===== src/shunting_yard_infix_to_rpn_top_defines.svh =====
// Assertion macros for the infix-to-RPN converter.
// Included by the top level only; no other dependencies.
`ifndef SHUNTING_YARD_INFIX_TO_RPN_TOP_DEFINES_SVH
`define SHUNTING_YARD_INFIX_TO_RPN_TOP_DEFINES_SVH

// Same-cycle implication, disabled while reset is asserted
`define SYP_ASSERT_IMP(label, clk, rst_n, ante, cons, msg) \
    label: assert property (@(posedge clk) disable iff (!rst_n) (ante) |-> (cons)) \
        else $error(msg);

// Next-cycle implication, disabled while reset is asserted
`define SYP_ASSERT_NXT(label, clk, rst_n, ante, cons, msg) \
    label: assert property (@(posedge clk) disable iff (!rst_n) (ante) |=> (cons)) \
        else $error(msg);

`endif


===== src/syp_pkg.sv =====
// Shared types and codes for the infix-to-RPN converter.
// No dependencies; imported by every module of the block.
package syp_pkg;

    // Input token kinds
    localparam logic [2:0] IN_NUM   = 3'd0;
    localparam logic [2:0] IN_FUNC  = 3'd1;
    localparam logic [2:0] IN_OPER  = 3'd2;
    localparam logic [2:0] IN_LBRK  = 3'd3;
    localparam logic [2:0] IN_RBRK  = 3'd4;
    localparam logic [2:0] IN_COMMA = 3'd5;
    localparam logic [2:0] IN_END   = 3'd6;

    // Stack entry kinds
    localparam logic [1:0] ENT_OPER = 2'd0;
    localparam logic [1:0] ENT_FUNC = 2'd1;
    localparam logic [1:0] ENT_LBRK = 2'd2;

    // Result kinds
    localparam logic [1:0] OUT_NUM  = 2'd0;
    localparam logic [1:0] OUT_OPER = 2'd1;
    localparam logic [1:0] OUT_FUNC = 2'd2;
    localparam logic [1:0] OUT_MARK = 2'd3;

    // Status codes on the final marker
    localparam logic [1:0] ST_OK       = 2'd0;
    localparam logic [1:0] ST_MISMATCH = 2'd1;
    localparam logic [1:0] ST_OVERFLOW = 2'd2;

    // Command queue between front and back
    localparam int QDEPTH = 4;
    localparam int QAW    = 2;

    // Commands handed from the front to the back
    typedef enum logic [2:0] {
        CMD_NUM,
        CMD_PUSH,
        CMD_OPER,
        CMD_COMMA,
        CMD_RBRK,
        CMD_END
    } cmd_kind_t;

    // Stack entry attributes: bit 6 right assoc, bits 5:2 precedence, 1:0 kind
    typedef struct packed {
        logic       rassoc;
        logic [3:0] prec;
        logic [1:0] ent;
    } attr_t;

    typedef struct packed {
        attr_t       attr;
        logic [63:0] payload;
    } entry_t;

    typedef struct packed {
        cmd_kind_t   kind;
        attr_t       attr;
        logic [63:0] value;
    } cmd_t;

endpackage


===== src/syp_front.sv =====
// Front end: accepts infix tokens, classifies them into commands.
// Depends on syp_pkg; feeds the command queue.
module syp_front (
    input  logic           clk,
    input  logic           rst_n,
    input  logic           in_valid,
    output logic           in_ready,
    input  logic [2:0]     in_kind,
    input  logic [63:0]    in_value,
    input  logic [3:0]     in_prec,
    input  logic           in_rassoc,
    input  logic           q_full,
    output logic           q_push,
    output syp_pkg::cmd_t  q_data
);
    import syp_pkg::*;

    logic  stage_valid_reg, stage_valid_next;
    cmd_t  stage_reg, stage_next;
    cmd_t  dec_cmd;
    logic  dec_keep;
    logic  accept;

    // Token decoder
    always_comb
    begin
        dec_keep            = 1'b1;
        dec_cmd.kind        = CMD_NUM;
        dec_cmd.value       = in_value;
        dec_cmd.attr.rassoc = 1'b0;
        dec_cmd.attr.prec   = 4'd0;
        dec_cmd.attr.ent    = ENT_OPER;
        unique case (in_kind)
            IN_NUM:   dec_cmd.kind = CMD_NUM;
            IN_FUNC:
            begin
                dec_cmd.kind     = CMD_PUSH;
                dec_cmd.attr.ent = ENT_FUNC;
            end
            IN_LBRK:
            begin
                dec_cmd.kind     = CMD_PUSH;
                dec_cmd.attr.ent = ENT_LBRK;
            end
            IN_OPER:
            begin
                dec_cmd.kind        = CMD_OPER;
                dec_cmd.attr.prec   = in_prec;
                dec_cmd.attr.rassoc = in_rassoc;
            end
            IN_RBRK:  dec_cmd.kind = CMD_RBRK;
            IN_COMMA: dec_cmd.kind = CMD_COMMA;
            IN_END:   dec_cmd.kind = CMD_END;
            default:  dec_keep = 1'b0;  // unused kind: dropped
        endcase
    end

    // One holding stage in front of the queue
    assign q_push   = stage_valid_reg && !q_full;
    assign q_data   = stage_reg;
    assign in_ready = !stage_valid_reg || !q_full;
    assign accept   = in_valid && in_ready;

    always_comb
    begin
        stage_valid_next = stage_valid_reg && !q_push;
        stage_next       = stage_reg;
        if (accept && dec_keep)
        begin
            stage_valid_next = 1'b1;
            stage_next       = dec_cmd;
        end
    end

    always_ff @(posedge clk or negedge rst_n)
    begin
        if (!rst_n)
            stage_valid_reg <= 1'b0;
        else
            stage_valid_reg <= stage_valid_next;
    end

    always_ff @(posedge clk)
    begin
        stage_reg <= stage_next;
    end

endmodule


===== src/syp_fifo.sv =====
// Short command queue between the front and the back.
// Depends on syp_pkg for the command type and depth.
module syp_fifo (
    input  logic           clk,
    input  logic           rst_n,
    input  logic           push,
    input  syp_pkg::cmd_t  wr_data,
    output logic           full,
    input  logic           pop,
    output syp_pkg::cmd_t  rd_data,
    output logic           empty
);
    import syp_pkg::*;

    cmd_t           buf_reg [QDEPTH];
    logic [QAW-1:0] wr_ptr_reg, wr_ptr_next;
    logic [QAW-1:0] rd_ptr_reg, rd_ptr_next;
    logic [QAW:0]   fill_reg, fill_next;

    assign full    = (fill_reg == (QAW+1)'(QDEPTH));
    assign empty   = (fill_reg == '0);
    assign rd_data = buf_reg[rd_ptr_reg];

    // Pointer and fill update
    always_comb
    begin
        wr_ptr_next = wr_ptr_reg + QAW'(push);
        rd_ptr_next = rd_ptr_reg + QAW'(pop);
        fill_next   = fill_reg + (QAW+1)'(push) - (QAW+1)'(pop);
    end

    always_ff @(posedge clk or negedge rst_n)
    begin
        if (!rst_n)
        begin
            wr_ptr_reg <= '0;
            rd_ptr_reg <= '0;
            fill_reg   <= '0;
        end
        else
        begin
            wr_ptr_reg <= wr_ptr_next;
            rd_ptr_reg <= rd_ptr_next;
            fill_reg   <= fill_next;
        end
    end

    always_ff @(posedge clk)
    begin
        if (push)
            buf_reg[wr_ptr_reg] <= wr_data;
    end

endmodule


===== src/syp_back.sv =====
// Back end: operator stack, pop/push sequencer and result register.
// Depends on syp_pkg; takes commands from the queue.
module syp_back #(
    parameter int STACK_DEPTH = 32
) (
    input  logic           clk,
    input  logic           rst_n,
    input  logic           q_empty,
    input  syp_pkg::cmd_t  q_data,
    output logic           q_pop,
    output logic           m_valid,
    input  logic           m_ready,
    output logic [1:0]     m_kind,
    output logic [63:0]    m_value,
    output logic [1:0]     m_status,
    output logic           m_last
);
    import syp_pkg::*;

    localparam int CW = $clog2(STACK_DEPTH + 1);
    localparam int AW = $clog2(STACK_DEPTH);

    typedef enum logic [1:0] {
        S_IDLE,
        S_RUN,
        S_RFUNC,
        S_FILL
    } state_t;

    state_t       state_reg, state_next;
    state_t       ret_reg, ret_next, ret_sel;
    logic [CW-1:0] count_reg, count_next;
    logic [1:0]   err_reg, err_next;
    entry_t       top_reg, top_next;
    cmd_t         cmd_reg, cmd_next;

    logic         out_valid_reg, out_valid_next;
    logic [1:0]   out_kind_reg, out_kind_next;
    logic [63:0]  out_value_reg, out_value_next;
    logic [1:0]   out_status_reg, out_status_next;
    logic         out_last_reg, out_last_next;

    // Stack body: entries below the cached top
    entry_t       mem [STACK_DEPTH];
    entry_t       rd_data_reg;
    logic         mem_we;
    logic [CW-1:0] cnt_m1, cnt_m2;

    logic         out_free, have_top, pops_op;
    logic         do_pop, pop_emit, do_push;
    logic         emit_num, emit_mark;

    assign out_free = !out_valid_reg || m_ready;
    assign have_top = (count_reg != '0);
    assign cnt_m1   = count_reg - CW'(1);
    assign cnt_m2   = count_reg - CW'(2);
    assign pops_op  = cmd_reg.attr.rassoc ? (top_reg.attr.prec > cmd_reg.attr.prec)
                                          : (top_reg.attr.prec >= cmd_reg.attr.prec);

    assign m_valid  = out_valid_reg;
    assign m_kind   = out_kind_reg;
    assign m_value  = out_value_reg;
    assign m_status = out_status_reg;
    assign m_last   = out_last_reg;

    // Sequencer: one stack action per cycle at most; emitting pops wait while the result register is held
    always_comb
    begin
        state_next = state_reg;
        ret_next   = ret_reg;
        ret_sel    = S_RUN;
        cmd_next   = cmd_reg;
        q_pop      = 1'b0;
        do_pop     = 1'b0;
        pop_emit   = 1'b0;
        do_push    = 1'b0;
        emit_num   = 1'b0;
        emit_mark  = 1'b0;
        err_next   = err_reg;
        unique case (state_reg)
            S_IDLE:
            begin
                if (!q_empty)
                begin
                    q_pop      = 1'b1;
                    cmd_next   = q_data;
                    state_next = S_RUN;
                end
            end
            S_RUN:
            begin
                case (cmd_reg.kind)
                    CMD_NUM:
                    begin
                        if (out_free)
                        begin
                            emit_num   = 1'b1;
                            state_next = S_IDLE;
                        end
                    end
                    CMD_PUSH:
                    begin
                        do_push    = 1'b1;
                        state_next = S_IDLE;
                    end
                    CMD_OPER:
                    begin
                        if (have_top && top_reg.attr.ent == ENT_OPER && pops_op)
                        begin
                            do_pop   = out_free;
                            pop_emit = out_free;
                        end
                        else
                        begin
                            do_push    = 1'b1;
                            state_next = S_IDLE;
                        end
                    end
                    CMD_COMMA:
                    begin
                        if (have_top && top_reg.attr.ent != ENT_LBRK)
                        begin
                            do_pop   = out_free;
                            pop_emit = out_free;
                        end
                        else
                        begin
                            if (!have_top && err_reg == ST_OK)
                                err_next = ST_MISMATCH;
                            state_next = S_IDLE;
                        end
                    end
                    CMD_RBRK:
                    begin
                        if (have_top && top_reg.attr.ent != ENT_LBRK)
                        begin
                            do_pop   = out_free;
                            pop_emit = out_free;
                        end
                        else if (!have_top)
                        begin
                            if (err_reg == ST_OK)
                                err_next = ST_MISMATCH;
                            state_next = S_IDLE;
                        end
                        else
                        begin
                            // drop the bracket, then look for a function
                            do_pop  = 1'b1;
                            ret_sel = S_RFUNC;
                        end
                    end
                    CMD_END:
                    begin
                        if (have_top)
                        begin
                            if (top_reg.attr.ent == ENT_LBRK)
                            begin
                                if (err_reg == ST_OK)
                                    err_next = ST_MISMATCH;
                                do_pop = 1'b1;
                            end
                            else
                            begin
                                do_pop   = out_free;
                                pop_emit = out_free;
                            end
                        end
                        else if (out_free)
                        begin
                            emit_mark  = 1'b1;
                            err_next   = ST_OK;
                            state_next = S_IDLE;
                        end
                    end
                    default: state_next = S_IDLE;
                endcase
            end
            S_RFUNC:
            begin
                if (have_top && top_reg.attr.ent == ENT_FUNC)
                begin
                    do_pop   = out_free;
                    pop_emit = out_free;
                    ret_sel  = S_IDLE;
                end
                else
                    state_next = S_IDLE;
            end
            S_FILL:
            begin
                state_next = ret_reg;
            end
            default: state_next = S_IDLE;
        endcase

        // Pop: the entry below the top is read back in the following cycle (S_FILL)
        if (do_pop)
        begin
            if (count_reg > CW'(1))
            begin
                state_next = S_FILL;
                ret_next   = ret_sel;
            end
            else
                state_next = ret_sel;
        end

        // Push onto a full stack is dropped
        if (do_push && count_reg >= CW'(STACK_DEPTH) && err_reg == ST_OK)
            err_next = ST_OVERFLOW;
    end

    // Stack pointer, cached top and memory write
    always_comb
    begin
        count_next = count_reg;
        top_next   = top_reg;
        mem_we     = 1'b0;
        if (state_reg == S_FILL)
            top_next = rd_data_reg;
        if (do_pop)
            count_next = cnt_m1;
        if (do_push && count_reg < CW'(STACK_DEPTH))
        begin
            mem_we       = have_top;
            top_next     = {cmd_reg.attr, cmd_reg.value};
            count_next   = count_reg + CW'(1);
        end
        if (emit_mark)
            count_next = '0;
    end

    // Result register
    always_comb
    begin
        out_valid_next  = out_valid_reg && !m_ready;
        out_kind_next   = out_kind_reg;
        out_value_next  = out_value_reg;
        out_status_next = out_status_reg;
        out_last_next   = out_last_reg;
        if (emit_num)
        begin
            out_valid_next  = 1'b1;
            out_kind_next   = OUT_NUM;
            out_value_next  = cmd_reg.value;
            out_status_next = ST_OK;
            out_last_next   = 1'b0;
        end
        else if (pop_emit)
        begin
            out_valid_next  = 1'b1;
            out_kind_next   = (top_reg.attr.ent == ENT_FUNC) ? OUT_FUNC : OUT_OPER;
            out_value_next  = top_reg.payload;
            out_status_next = ST_OK;
            out_last_next   = 1'b0;
        end
        else if (emit_mark)
        begin
            out_valid_next  = 1'b1;
            out_kind_next   = OUT_MARK;
            out_value_next  = '0;
            out_status_next = err_reg;
            out_last_next   = 1'b1;
        end
    end

    always_ff @(posedge clk or negedge rst_n)
    begin
        if (!rst_n)
        begin
            state_reg      <= S_IDLE;
            ret_reg        <= S_IDLE;
            count_reg      <= '0;
            err_reg        <= ST_OK;
            out_valid_reg  <= 1'b0;
            out_kind_reg   <= OUT_NUM;
            out_value_reg  <= '0;
            out_status_reg <= ST_OK;
            out_last_reg   <= 1'b0;
        end
        else
        begin
            state_reg      <= state_next;
            ret_reg        <= ret_next;
            count_reg      <= count_next;
            err_reg        <= err_next;
            out_valid_reg  <= out_valid_next;
            out_kind_reg   <= out_kind_next;
            out_value_reg  <= out_value_next;
            out_status_reg <= out_status_next;
            out_last_reg   <= out_last_next;
        end
    end

    // Payload registers, no reset
    always_ff @(posedge clk)
    begin
        cmd_reg <= cmd_next;
        top_reg <= top_next;
    end

    // Stack memory: one write, one registered read per cycle
    always_ff @(posedge clk)
    begin
        if (mem_we)
            mem[cnt_m1[AW-1:0]] <= top_reg;
        rd_data_reg <= mem[cnt_m2[AW-1:0]];
    end

endmodule


===== src/shunting_yard_infix_to_rpn_top.sv =====
// Infix-to-RPN converter top level: front decoder, command queue, stack engine.
// A number passes the front holding stage, command queue, command register and
// result register. Each token taken from the queue passes S_IDLE and S_RUN; a
// stack pop adds an S_RUN step, and S_FILL refills the cached top when entries
// remain below it; a right bracket adds S_RFUNC to look for its function.
// Reset: rst_n asynchronous, clears stack count, error, queue and handshakes;
// stack memory contents are not cleared.
module shunting_yard_infix_to_rpn_top #(
    parameter int STACK_DEPTH = 32
) (
    input  logic        clk,
    input  logic        rst_n,
    input  logic        s_axis_tvalid,
    output logic        s_axis_tready,
    input  logic [71:0] s_axis_tdata,   // in_value[63:0], precedence[67:64],
                                        // right_assoc[68], zero pad[71:69]
    input  logic [2:0]  s_axis_tuser,   // in_kind[2:0]
    output logic        m_axis_tvalid,
    input  logic        m_axis_tready,
    output logic [71:0] m_axis_tdata,   // out_value[63:0], status[65:64],
                                        // zero pad[71:66]
    output logic [1:0]  m_axis_tuser,   // out_kind[1:0]
    output logic        m_axis_tlast
);
    import syp_pkg::*;

    logic        q_push, q_full, q_pop, q_empty;
    cmd_t        q_wr_data, q_rd_data;
    logic [63:0] out_value;
    logic [1:0]  out_status;

    // Front: token classification
    syp_front u_front (
        .clk       (clk),
        .rst_n     (rst_n),
        .in_valid  (s_axis_tvalid),
        .in_ready  (s_axis_tready),
        .in_kind   (s_axis_tuser),
        .in_value  (s_axis_tdata[63:0]),
        .in_prec   (s_axis_tdata[67:64]),
        .in_rassoc (s_axis_tdata[68]),
        .q_full    (q_full),
        .q_push    (q_push),
        .q_data    (q_wr_data)
    );

    // Command queue
    syp_fifo u_fifo (
        .clk     (clk),
        .rst_n   (rst_n),
        .push    (q_push),
        .wr_data (q_wr_data),
        .full    (q_full),
        .pop     (q_pop),
        .rd_data (q_rd_data),
        .empty   (q_empty)
    );

    // Back: stack engine and result register
    syp_back #(
        .STACK_DEPTH (STACK_DEPTH)
    ) u_back (
        .clk      (clk),
        .rst_n    (rst_n),
        .q_empty  (q_empty),
        .q_data   (q_rd_data),
        .q_pop    (q_pop),
        .m_valid  (m_axis_tvalid),
        .m_ready  (m_axis_tready),
        .m_kind   (m_axis_tuser),
        .m_value  (out_value),
        .m_status (out_status),
        .m_last   (m_axis_tlast)
    );

    assign m_axis_tdata = {6'd0, out_status, out_value};

    // Checks
`include "shunting_yard_infix_to_rpn_top_defines.svh"

    `SYP_ASSERT_IMP(a_q_no_overrun, clk, rst_n, q_full, !q_push, "command queue overrun")
    `SYP_ASSERT_IMP(a_q_no_underrun, clk, rst_n, q_empty, !q_pop, "command queue underrun")
    `SYP_ASSERT_NXT(a_q_fills, clk, rst_n, q_push && q_empty, !q_empty, "queue lost a command")
    `SYP_ASSERT_IMP(a_mark_fields, clk, rst_n, m_axis_tvalid && m_axis_tlast,
        m_axis_tuser == OUT_MARK && out_value == 64'd0, "final marker malformed")

endmodule


===== config.mk =====
export PLATFORM = sky130hd
export DESIGN_NAME = shunting_yard_infix_to_rpn_top
export DESIGN_NICKNAME = d
export VERILOG_FILES = /design/src/syp_pkg.sv /design/src/syp_front.sv /design/src/syp_fifo.sv /design/src/syp_back.sv /design/src/shunting_yard_infix_to_rpn_top.sv
export VERILOG_INCLUDE_DIRS = /design/src /design/src/src
export SDC_FILE = /design/constraint.sdc
export NUM_CORES = 2
export LEC_CHECK = 0
export ABC_AREA = 1
export BUFFER_PORTS_ARGS = -buffer_cell sky130_fd_sc_hd__buf_2
export CORE_MARGIN = 8
export CORE_UTILIZATION = 55
export DETAILED_ROUTE_END_ITERATION = 7
export PLACE_DENSITY = 0.71
export SYNTH_ARGS = -nofsm -noshare
export SYNTH_HDL_FRONTEND = slang
export SYNTH_HIERARCHICAL = 1
export SYNTH_SLANG_ARGS = --single-unit

===== constraint.sdc =====
create_clock -name clk -period 14.3 [get_ports clk]
set_clock_uncertainty 0.05 [all_clocks]
set_input_delay 1.43 -clock clk [delete_from_list [all_inputs] [get_ports clk]]
set_output_delay 1.43 -clock clk [all_outputs]
set_load 0.01 [all_outputs]

==> results by group <==
Worst setup path
  – Reg2reg start: u_back/count_reg[1]
  – Setup CP Type: reg -> reg
  – Startpoint types: register
  – R2r setup slk: 8.07 ns
  – Worst r2r dst: u_back/mem[8][23]
  – Critical Path Fanout Max: 118
  – Worst-path cell chain: inv_8, ha_1, nand3_4, nand2_1, inv_2, nand3_1, nand2_1, nand2_2, nand3_4, nor2_2, nand2_1, nor2_4, buf_4, buf_4
  – Arrival @ worst endpoint: 6.69 ns
  – Slowest stage cell, crit path: dfrtp_4
  – Buf/Inv on CP: 4
  – Critical Path End Type: register
  – CP most frequent cell: nand2_1
  – Worst R2R Path Depth: 14
  – WP data required: 14.76 ns
  – Crit-path leading delay family: simple AND/OR/NAND/NOR gates
  – Slowest Stage Delay on Critical Path: 0.80 ns

Clocking
  – CTS tree: yes
  – H-tree Lvls: 5
  – Sink Count: 2914
  – Clock Tree Root: clkbuf_16
  – Hold_buf cts: 0
  – CTS buffer count: 290
  – Resized Gates After CTS: 0
  – Clock Path Buffers: 4
  – Clock Pin Slew Worst Setup and Hold Paths: 0.06 ns
  – Post-CTS setup buffer count: 0
  – Worst skew pair latency: 0.93 ns

Logic synthesis
  – Top_reg_cell synth: edfxtp_1
  – Yosys top cell by area: edfxtp_1
  – Post-synth top cells: 2754 x edfxtp_1, 1324 x nor2_1, 1316 x o21ai_0
  – Post-synth EDFFs: 2754
  – Mapped Cells: 8935
  – Post-Synthesis Cell Area: 114000 sq um
  – Area contributors post-synth: edfxtp_1 72%, o21ai_0 5.8%, nor2_1 4.4%, nand2_1 3.8%, o22ai_1 2.7%
  – Count leader, synth: edfxtp_1
  – Synth warn: 6
  – Mean post-synth cell area: 12.8 sq um
  – Share of Yosys cell area claimed by the top area cell type: 0.725
  – Synthesis-stage register bit count: 2914
  – Distinct cells, synth: 45
  – Post-synthesis sequential area ratio: 0.757
  – Async set-reset flop share out of synthesis: 0.0309

Route
  – Drt first pass iters: 6
  – Vias per Instance: 6.17
  – DRT iter0 DRCs: 9671
  – Via count: 73100
  – DR WL/cell: 24.9 um
  – Antenna viol nets, final: 0
  – Residual DRC: 0
  – Total wire length: 295000 um

Finish
  – Number of flip-flops in the largest register: 2240
  – Area Growth Syn to Fin: 10.4%
  – Nets: 9026
  – Fin util: 0.610
  – Share of cells above drive strength 1: 0.0819
  – Ant diodes: 0

Power and ir drop
  – Pwr Total: 27.9 mW
  – Leakage: 43.6 nW
  – P per Cell Area: 221 nW/um^2
  – VDD IR max: 0.198 mV

Global route
  – Pin count of the biggest net entering global routing: 220
  – Initial antenna violation count: 10
  – GRT Total Usage: 0.256
  – Met1 Use GR: 0.360
  – Met2 Use GR: 0.405
  – Gr ovfl total: 0
  – Vias in the first global route: 70900
  – Grt peak-use layer: met2
  – Global-route wire length before repair: 437000 um
  – GR Layer Usage met3: 0.0567

Floorplanning
  – DIE AREA: 222000 sq um
  – # IOs: 156
  – Die Wd: 471 um
  – Core ar.: 207000 sq um
  – Initial Util: 0.552
  – Die Y-Extent: 471 um
  – Row count: 167

Timing
  – Max frequency: 0.161 GHz
  – Fin crit share: 0.436
  – Total Neg Setup Slack: 0 ns
  – Actual slew at the worst max-slew pin: 1.38 ns
  – Final Hold Vio Count: 0
  – RSZ-0062 raised after global routing: no
  – Final worst path period need: 6.23 ns
  – Relative slew slack: 0.0825
  – Number of setup violations in the final report: 0
  – Final Slew Violations: 0

Placed design
  – Dpl hpwl: 153000 um
  – Port Buffers: 146
  – GPL Wtd Cong: 0.830

Hold path
  – Hold Crit Class: in -> async

Run status
  – Status: complete, no violations

Flow run
  – Max-Cap Viols: 0
==> cells in the final DEF, fill, tap and decap left out, types with 10 or more instances in the layout <==
master / n
edfxtp_1: 2754
o21ai_0: 1316
nor2_1: 1290
nand2_1: 1164
o22ai_1: 500
inv_1: 422
nand3_1: 342
clkbuf_16: 293
buf_2: 145
buf_4: 135
o221ai_1: 104
dfrtp_1: 86
nand4_1: 82
dfxtp_1: 70
clkbuf_1: 66
clkinv_1: 48
o21ai_1: 37
nor2_4: 34
clkinv_2: 31
clkbuf_8: 24
ha_1: 21
bufinv_16: 19
a31oi_1: 18
a21oi_1: 16
inv_6: 10
==> where the power goes <==
| group | switching [mW] | internal [mW] | total [mW] |
|---|---|---|---|
| Sequential | 1.09 | 11.0 | 12.1 |
| Clock | 3.05 | 4.22 | 7.27 |
| Combinational | 6.32 | 2.23 | 8.55 |
| Total | 10.5 | 17.4 | 27.9 |
==> worst max path at each step <==
stage	from	endpoint	slack [ns]	cells past startpoint
finish	u_back/count_reg[1]	u_back/mem[8][23]	8.07	14
global route	u_back/count_reg[0]	u_back/mem[8][23]	7.78	14
CTS	u_back/count_reg[1]	u_back/mem[7][69]	8.03	14
detailed placement	u_back/count_reg[1]	u_back/mem[7][69]	8.09	14
global placement	u_back/count_reg[1]	u_back/mem[7][69]	8.10	14
floorplan	u_fifo/fill_reg[1]	u_fifo/buf_reg[0][0]	7.81	6
==> layer usage <==
| metal | vias to the layer above | part of all wire | wire length (um) |
|---|---|---|---|
| li1 | 32200 | - | - |
| met1 | 36100 | 0.39 | 114000 |
| met2 | 4209 | 0.46 | 136000 |
| met3 | 566 | 0.12 | 36300 |
| met4 | 0 | 0.029 | 8410 |
| met5 | - | 0 | 0 |
==> through the flow <==
step           setup WS (ns)  instance area [sq um]  hold WS (ns)  cells
2_1_floorplan           7.81                 114000         0.409   8940
3_3_place_gp            8.10                 117000         0.417  11300
3_5_place_dp            8.09                 117000         0.425  11300
4_1_cts                 8.03                 126000         0.370  11800
5_1_grt                 7.78                 126000         0.419  11800
6_report                8.07                 126000         0.408  11800
==> worst reg2reg max path, delay by kind of cell, from the launching register on <==
kind          cells  cell delay, ns
fa+ha+maj         1            0.37
buf+inv           4            2.09
flops             1            0.80
simple gates      9            2.38
==> area by class of cell <==
cell class	count	area, sq um
flip-flops and latches	2914	86400
clock inverters	116	1060
multi-input cells	4998	23800
well taps	2704	3380
inverters	433	1660
repair buffers	287	1880
clock buffers	383	7910
fillers	15000	80600
==> logic make-up after synthesis <==
kind of cell,after synthesis,share of synthesized area
compound gates,2016,0.0983
xor+xnor,10,0.000768
buf+inv,1028,0.0383
other cells,1,0.0000329
simple gates,2943,0.103
fa+ha+maj,23,0.00259
flops,2914,0.757
Power figures use the tool's default switching activity.
